**src/rtl/pcu_pkg.sv**
```systemverilog
package pcu_pkg;

    // width of the input counts
    localparam int IN_BITS = 31;
    // width of the result value, limit is 2^VALUE_BITS - 1
    localparam int VALUE_BITS = 31;
    // full width of one multiplier product
    localparam int PROD_BITS = VALUE_BITS + IN_BITS;
    // divide step counter
    localparam int DCNT_BITS = $clog2(VALUE_BITS + 1);

    localparam logic [1:0] ST_OK       = 2'd0;
    localparam logic [1:0] ST_ORDER    = 2'd1;
    localparam logic [1:0] ST_OVERFLOW = 2'd2;

    localparam logic CMD_PERM = 1'b0;
    localparam logic CMD_COMB = 1'b1;

    typedef struct packed {
        logic [IN_BITS-1:0] count_total;
        logic [IN_BITS-1:0] count_chosen;
        logic               command;
    } t_req;

    typedef struct packed {
        logic [VALUE_BITS-1:0] value;
        logic [1:0]            status;
    } t_rsp;

endpackage

```
**src/rtl/permutation_combination_unit_core.sv**
```systemverilog
// channel    direction  handshake          payload
// request    in         i_valid / o_stall  i_req (t_req)
// response   out        o_valid / i_stall  o_rsp (t_rsp)
//
// a < b goes straight to S_DONE with an order error; P(a,b) applies the b
//   factors on the shared multiplier, which stops at the first product past
//   the limit, and b never exceeds 12 for a product that fits
// C(a,b) then forms b! on the same multiplier and runs the restoring divider,
//   one quotient bit per cycle, for VALUE_BITS quotient bits
// one request in flight; o_stall is high from accept until the result moves
//   into the output register, the next transfer can follow in the cycle after
// a stalled output keeps the sequencer in S_DONE only while the output
//   register still holds the previous result
// reset (synchronous, active low) clears the sequencer and the output valid
module permutation_combination_unit_core
    import pcu_pkg::*;
(
    input  logic i_clk,
    input  logic i_rst_n,
    input  logic i_valid,
    output logic o_stall,
    input  t_req i_req,
    output logic o_valid,
    input  logic i_stall,
    output t_rsp o_rsp
);

    // one-hot sequencer
    typedef enum logic [4:0] {
        S_IDLE = 5'b00001,
        S_MUL  = 5'b00010,  // running product of a-b+1 .. a
        S_FAC  = 5'b00100,  // b! on the same multiplier
        S_DIV  = 5'b01000,  // product / b!, one bit per cycle
        S_DONE = 5'b10000   // result ready for the output register
    } t_state;

    t_state                r_state, n_state;
    logic                  r_cmd, n_cmd;
    logic [IN_BITS-1:0]    r_chosen, n_chosen;  // b, kept for the factorial
    logic [IN_BITS-1:0]    r_x, n_x;          // current factor
    logic [IN_BITS-1:0]    r_rem, n_rem;      // factors still to apply
    logic [VALUE_BITS-1:0] r_prod, n_prod;    // running product, then quotient
    logic [VALUE_BITS-1:0] r_fac, n_fac;      // factorial divisor
    logic [VALUE_BITS-1:0] r_drem, n_drem;    // divider partial remainder
    logic [DCNT_BITS-1:0]  r_dcnt, n_dcnt;
    logic [VALUE_BITS-1:0] r_res_value, n_res_value;
    logic [1:0]            r_res_status, n_res_status;
    logic                  r_out_valid, n_out_valid;
    t_rsp                  r_rsp, n_rsp;

    // shared multiplier
    logic [VALUE_BITS-1:0] w_mul_a;
    logic [PROD_BITS-1:0]  w_prod;
    logic                  w_mul_ovf;

    // divider step
    logic [VALUE_BITS:0]   w_shift;
    logic [VALUE_BITS:0]   w_div;
    logic                  w_ge;

    logic w_in_xfer;
    logic w_out_xfer;
    logic w_load_out;

    assign w_mul_a   = (r_state == S_FAC) ? r_fac : r_prod;
    assign w_prod    = PROD_BITS'(w_mul_a) * PROD_BITS'(r_x);
    // exact check: anything above the value width means past the limit
    assign w_mul_ovf = |w_prod[PROD_BITS-1:VALUE_BITS];

    assign w_shift = {r_drem, r_prod[VALUE_BITS-1]};
    assign w_div   = {1'b0, r_fac};
    assign w_ge    = (w_shift >= w_div);

    assign o_stall    = (r_state != S_IDLE);
    assign w_in_xfer  = i_valid && !o_stall;
    assign w_out_xfer = r_out_valid && !i_stall;
    assign w_load_out = (r_state == S_DONE) && (!r_out_valid || !i_stall);

    assign o_valid = r_out_valid;
    assign o_rsp   = r_rsp;

    always_comb begin
        n_state      = r_state;
        n_cmd        = r_cmd;
        n_chosen     = r_chosen;
        n_x          = r_x;
        n_rem        = r_rem;
        n_prod       = r_prod;
        n_fac        = r_fac;
        n_drem       = r_drem;
        n_dcnt       = r_dcnt;
        n_res_value  = r_res_value;
        n_res_status = r_res_status;

        case (r_state)
            S_IDLE: begin
                if (w_in_xfer) begin
                    n_cmd    = i_req.command;
                    n_chosen = i_req.count_chosen;
                    if (i_req.count_total < i_req.count_chosen) begin
                        n_res_value  = '0;
                        n_res_status = ST_ORDER;
                        n_state      = S_DONE;
                    end else begin
                        // first factor a-b+1, b factors in all
                        n_x     = i_req.count_total - i_req.count_chosen + IN_BITS'(1);
                        n_rem   = i_req.count_chosen;
                        n_prod  = VALUE_BITS'(1);
                        n_state = S_MUL;
                    end
                end
            end
            S_MUL: begin
                if (r_rem == '0) begin
                    if (r_cmd == CMD_COMB) begin
                        // b! as the product of 1 .. b
                        n_fac   = VALUE_BITS'(1);
                        n_x     = IN_BITS'(1);
                        n_rem   = r_chosen;
                        n_state = S_FAC;
                    end else begin
                        n_res_value  = r_prod;
                        n_res_status = ST_OK;
                        n_state      = S_DONE;
                    end
                end else if (w_mul_ovf) begin
                    n_res_value  = '0;
                    n_res_status = ST_OVERFLOW;
                    n_state      = S_DONE;
                end else begin
                    n_prod = w_prod[VALUE_BITS-1:0];
                    n_x    = r_x + IN_BITS'(1);
                    n_rem  = r_rem - IN_BITS'(1);
                end
            end
            S_FAC: begin
                if (r_rem == '0) begin
                    n_drem  = '0;
                    n_dcnt  = DCNT_BITS'(VALUE_BITS);
                    n_state = S_DIV;
                end else if (w_mul_ovf) begin
                    // b! never exceeds P(a,b), kept for completeness
                    n_res_value  = '0;
                    n_res_status = ST_OVERFLOW;
                    n_state      = S_DONE;
                end else begin
                    n_fac = w_prod[VALUE_BITS-1:0];
                    n_x   = r_x + IN_BITS'(1);
                    n_rem = r_rem - IN_BITS'(1);
                end
            end
            S_DIV: begin
                if (r_dcnt == '0) begin
                    n_res_value  = r_prod;
                    n_res_status = ST_OK;
                    n_state      = S_DONE;
                end else begin
                    // restoring step, quotient shifts into the product register
                    n_drem = w_shift[VALUE_BITS-1:0];
                    if (w_ge) begin
                        n_drem = VALUE_BITS'(w_shift - w_div);
                    end
                    n_prod = {r_prod[VALUE_BITS-2:0], w_ge};
                    n_dcnt = r_dcnt - DCNT_BITS'(1);
                end
            end
            S_DONE: begin
                if (w_load_out) begin
                    n_state = S_IDLE;
                end
            end
            default: begin
                n_state = S_IDLE;
            end
        endcase
    end

    // output register parts the sequencer from the response stall
    always_comb begin
        n_out_valid = r_out_valid;
        n_rsp       = r_rsp;
        if (w_load_out) begin
            n_out_valid  = 1'b1;
            n_rsp.value  = r_res_value;
            n_rsp.status = r_res_status;
        end else if (w_out_xfer) begin
            n_out_valid = 1'b0;
        end
    end

    always_ff @(posedge i_clk) begin
        if (!i_rst_n) begin
            r_state     <= S_IDLE;
            r_out_valid <= 1'b0;
        end else begin
            r_state     <= n_state;
            r_out_valid <= n_out_valid;
        end
    end

    always_ff @(posedge i_clk) begin
        r_cmd        <= n_cmd;
        r_chosen     <= n_chosen;
        r_x          <= n_x;
        r_rem        <= n_rem;
        r_prod       <= n_prod;
        r_fac        <= n_fac;
        r_drem       <= n_drem;
        r_dcnt       <= n_dcnt;
        r_res_value  <= n_res_value;
        r_res_status <= n_res_status;
        r_rsp        <= n_rsp;
    end

    // any error result carries a zero value
    a_err_zero: assert property (@(posedge i_clk) disable iff (!i_rst_n)
        (r_out_valid && (o_rsp.status != ST_OK)) |-> (o_rsp.value == '0))
        else $error("error result with nonzero value");

    // no status code beyond overflow ever leaves the block
    a_status_range: assert property (@(posedge i_clk) disable iff (!i_rst_n)
        r_out_valid |-> (o_rsp.status == ST_OK || o_rsp.status == ST_ORDER ||
                         o_rsp.status == ST_OVERFLOW))
        else $error("undefined status code");

    // partial remainder stays below the divisor
    a_div_rem: assert property (@(posedge i_clk) disable iff (!i_rst_n)
        (r_state == S_DIV) |-> (r_drem < r_fac))
        else $error("divider remainder out of range");

    // an accepted request starts multiplying or finishes at once
    a_accept_next: assert property (@(posedge i_clk) disable iff (!i_rst_n)
        w_in_xfer |=> (r_state == S_MUL || r_state == S_DONE))
        else $error("bad state after request transfer");

    // a loaded result shows on the output in the next cycle
    a_load_valid: assert property (@(posedge i_clk) disable iff (!i_rst_n)
        w_load_out |=> o_valid)
        else $error("result load lost");

endmodule
```
**config.mk**
```make
export PLATFORM = sky130hd
export DESIGN_NAME = permutation_combination_unit_core
export DESIGN_NICKNAME = d
export VERILOG_FILES = /design/src/rtl/pcu_pkg.sv /design/src/rtl/permutation_combination_unit_core.sv
export SDC_FILE = /design/constraint.sdc
export NUM_CORES = 2
export LEC_CHECK = 0
export ABC_CLOCK_PERIOD_IN_PS = 36300
export BUFFER_PORTS_ARGS = -buffer_cell sky130_fd_sc_hd__buf_2
export CAP_MARGIN = 40
export CORE_ASPECT_RATIO = 0.6
export CORE_MARGIN = 4
export CORE_UTILIZATION = 40
export CTS_CLUSTER_SIZE = 24
export DETAILED_ROUTE_END_ITERATION = 10
export GPL_ROUTABILITY_DRIVEN = 0
export MAX_ROUTING_LAYER = met4
export PLACE_DENSITY = 0.63
export SYNTH_ARGS = -nofsm -noshare
export SYNTH_HDL_FRONTEND = slang
export SYNTH_SLANG_ARGS = --single-unit
```
**constraint.sdc**
```tcl
create_clock -name i_clk -period 36.3 [get_ports i_clk]
set_input_delay 1.815 -clock i_clk [delete_from_list [all_inputs] [get_ports i_clk]]
set_output_delay 1.815 -clock i_clk [all_outputs]
set_load 0.05 [all_outputs]
```
==> summary.txt <==
Status - complete, no violations
Critical path arrival - 12720 ps
Core area - 116800 µm²
Min-Delay Endpoint - o_rsp[21]
Worst Path Max Fanout - 61
Buf/Inv on CP - 9
Hold_buf cts - 0
Worst slew margin - 38.77%
Routed length per placed instance - 21.60 µm
Worst path top cell family by delay - adder cells
Routed vias/inst - 5.443
Cell taking the most area after synthesis - fa_1
Grt total ovfl - 0
Yosys reg bits - 264
Initial core utilization - 40.29%
Synth Area in Simple Gates - 16.76%
Crit Path Class - register to register
Finished Layout Cells - 6458
Largest stage delay, worst path - 700 ps
Count of pins over their slew limit - 0
Number of setup buffers added after CTS - 0
Post-Synth Adder-Cell Area - 45.64%
DRC violations left - 0
Post-CTS Resized - 0
Final Hold Viols - 0
Largest family of logic cells by synthesized area - adder cells
CTS Buf Count - 23
Syn Area/Cell - 9.519 µm²
RSZ-0062 raised after global routing - no
Ys flop type - edfxtp_1
DR iter-0 viols - 3240
Cell count after placement - 6415
Die W - 450.7 µm
CP endpoint kind - register
Hold path start - r_res_value[19]
Fmax achieved - 80.08 MHz
Post-DRT Antenna Nets - 0
Hold_ws - 456.4 ps
XOR/XNOR share of the synthesized area - 2.867%
Mapped Area - 47040 µm²
Initial antenna violation count - 3
RR Startpoint - r_state[4]
Most frequent cells in the layout - fa_1 (853), inv_1 (810), nand2_1 (639)
Hold Path Class - register to register
Period utilisation layout - 34.40%
Netlist cell types - 83
Most common cell after layout, fill and taps aside - fa_1
All-Layer GR Usage - 23.57%
Clk sink count - 264
Worst Skew - 21.35 ps
IO Port Bufs - 101
Area delta synth->final - 6.594%
Overall via count from detail_route - 35150
Number of synthesized flops with an enable pin - 258
Die ar. - 123300 µm²
Compound-cell area share of the yosys netlist - 8.115%
Synth Warn # - 0
Core Util, Final - 42.95%
H-tree depth - 1
Post-synthesis mux area share - 0.9203%
Fraction of registers with async set/reset - 0%
Top-area cell type share of the netlist area - 36.30%
Drt first pass iters - 6
Shortest period the worst path allows - 12490 ps
Largest net degree at the start of global routing - 63
Layout cells sized above 1 - 6.160%
Post-synthesis sequential area ratio - 16.72%
Syn_nets - 6213
Final setup TNS - 0 ps
Finish-stage setup viols - 0
CTS max path bufs - 3
Worst-Skew Late Latency - 550 ps
Synth area leaders - fa_1 (36%), edfxtp_1 (16%), ha_1 (9.3%)
IO Count - 102
Die Ht - 273.6 µm
Critical path's most frequent cell - fa_1
Capture point of the worst reg-to-reg path - r_prod[3]
First-pass GRT wire length - 218300 µm
CTS tree - built
Vias in the first global route - 35820
Final nets - 6127
Slowest CP cell - fa_1
Worst Reg-to-Reg Cells - 34
Crit path launch type - register
Num rows - 97
Max_cap viols - 0
Hpwl dp - 112300 µm
Hold depth - 0
Final wirelength - 139500 µm
Clk slew on worst S/H paths - 80 ps
Post-Syn Instances - 4942
Reg2reg setup slack - 23810 ps
CTS root buf - clkbuf_16
CP Data Required Time - 36530 ps
Least-Margin Pin Slew - 918.5 ps
synth_stat cells, types with 12 or more instances:
cell type and number:
nor2_1 169, inv_1 810, o21ai_0 160, and2_1 451, nand4_1 47, o21a_1 12
a22oi_1 30, nand2_1 639, mux2i_1 41, fa_1 853, ha_1 351, edfxtp_1 258
xnor2_1 98, nand2b_1 20, a21o_1 42, clkbuf_1 278, nand3_1 47, or3_1 24
o21bai_1 26, a31oi_1 20, a21oi_1 139, nor3_1 36, xor2_1 56, buf_2 13
o22ai_1 24, nor2b_1 63, a22o_1 36, a211oi_1 12, and3_1 14
flip-flops by register name, summed over array words and instances, names as in the netlist:
register      count
r_drem           31
o_rsp            33
r_dcnt            5
r_res_status      2
r_cmd             1
r_chosen         31
r_prod           31
r_res_value      31
r_fac            31
r_state           5
r_x              31
r_rem            31
o_valid           1
through the flow:
step | worst slack [ps] | instance area, µm²
final | 23810 | 50140
after global routing | 23320 | 50130
after CTS | 23990 | 50130
after detailed placement | 24030 | 49440
after global placement | 23410 | 49270
after floorplan | 24550 | 47040
worst max-delay path by stage:
stage	from	endpoint	slack, ps	depth (start not counted)
after detailed placement	r_state[4]	r_prod[8]	24030	35
after global placement	r_state[4]	r_prod[7]	23410	33
after CTS	r_state[4]	r_prod[3]	23990	35
final	r_state[4]	r_prod[3]	23810	34
after global routing	r_state[4]	r_prod[3]	23320	35
after floorplan	r_state[4]	r_fac[0]	24550	35
metal layers:
layer  part of all wire (%)  track usage, %
met1                     47           35.97
met2                     37           29.04
met3                     15           9.903
met4                    1.3           2.840
met5                      0               -
worst reg2reg max path: cells and delay by family, from the launching register on:
kind,cells,cell delay (ps)
compound gates,4,1370
mux,1,260
simple gates,11,3570
fa+ha+maj,9,4680
flops,1,330
buf+inv,9,1990
cell families after synthesis:
logic type / count (synthesis)
adders and majority gates: 1204
buffers and inverters: 1112
muxes: 43
AOI/OAI and AO/OA: 594
and+or+nand+nor: 1571
xor gates and xnor gates: 154
DFF: 264
area by class of cell:
cell class,instances,area (µm²)
Timing Repair Buffer,191,1269
Clock buffer,25,583.1
Inverter,810,3040
Multi-Input combinational cell,3566,35280
Clock inverter,14,107.6
Sequential cell,264,7868
Tap cell,1584,1982
Antenna cell,4,10.01
Fill cell,11390,66610
Power is left out: the tool's default activity adds up to more than one toggle a clock period on the data nets, which glitch-free logic cannot reach.
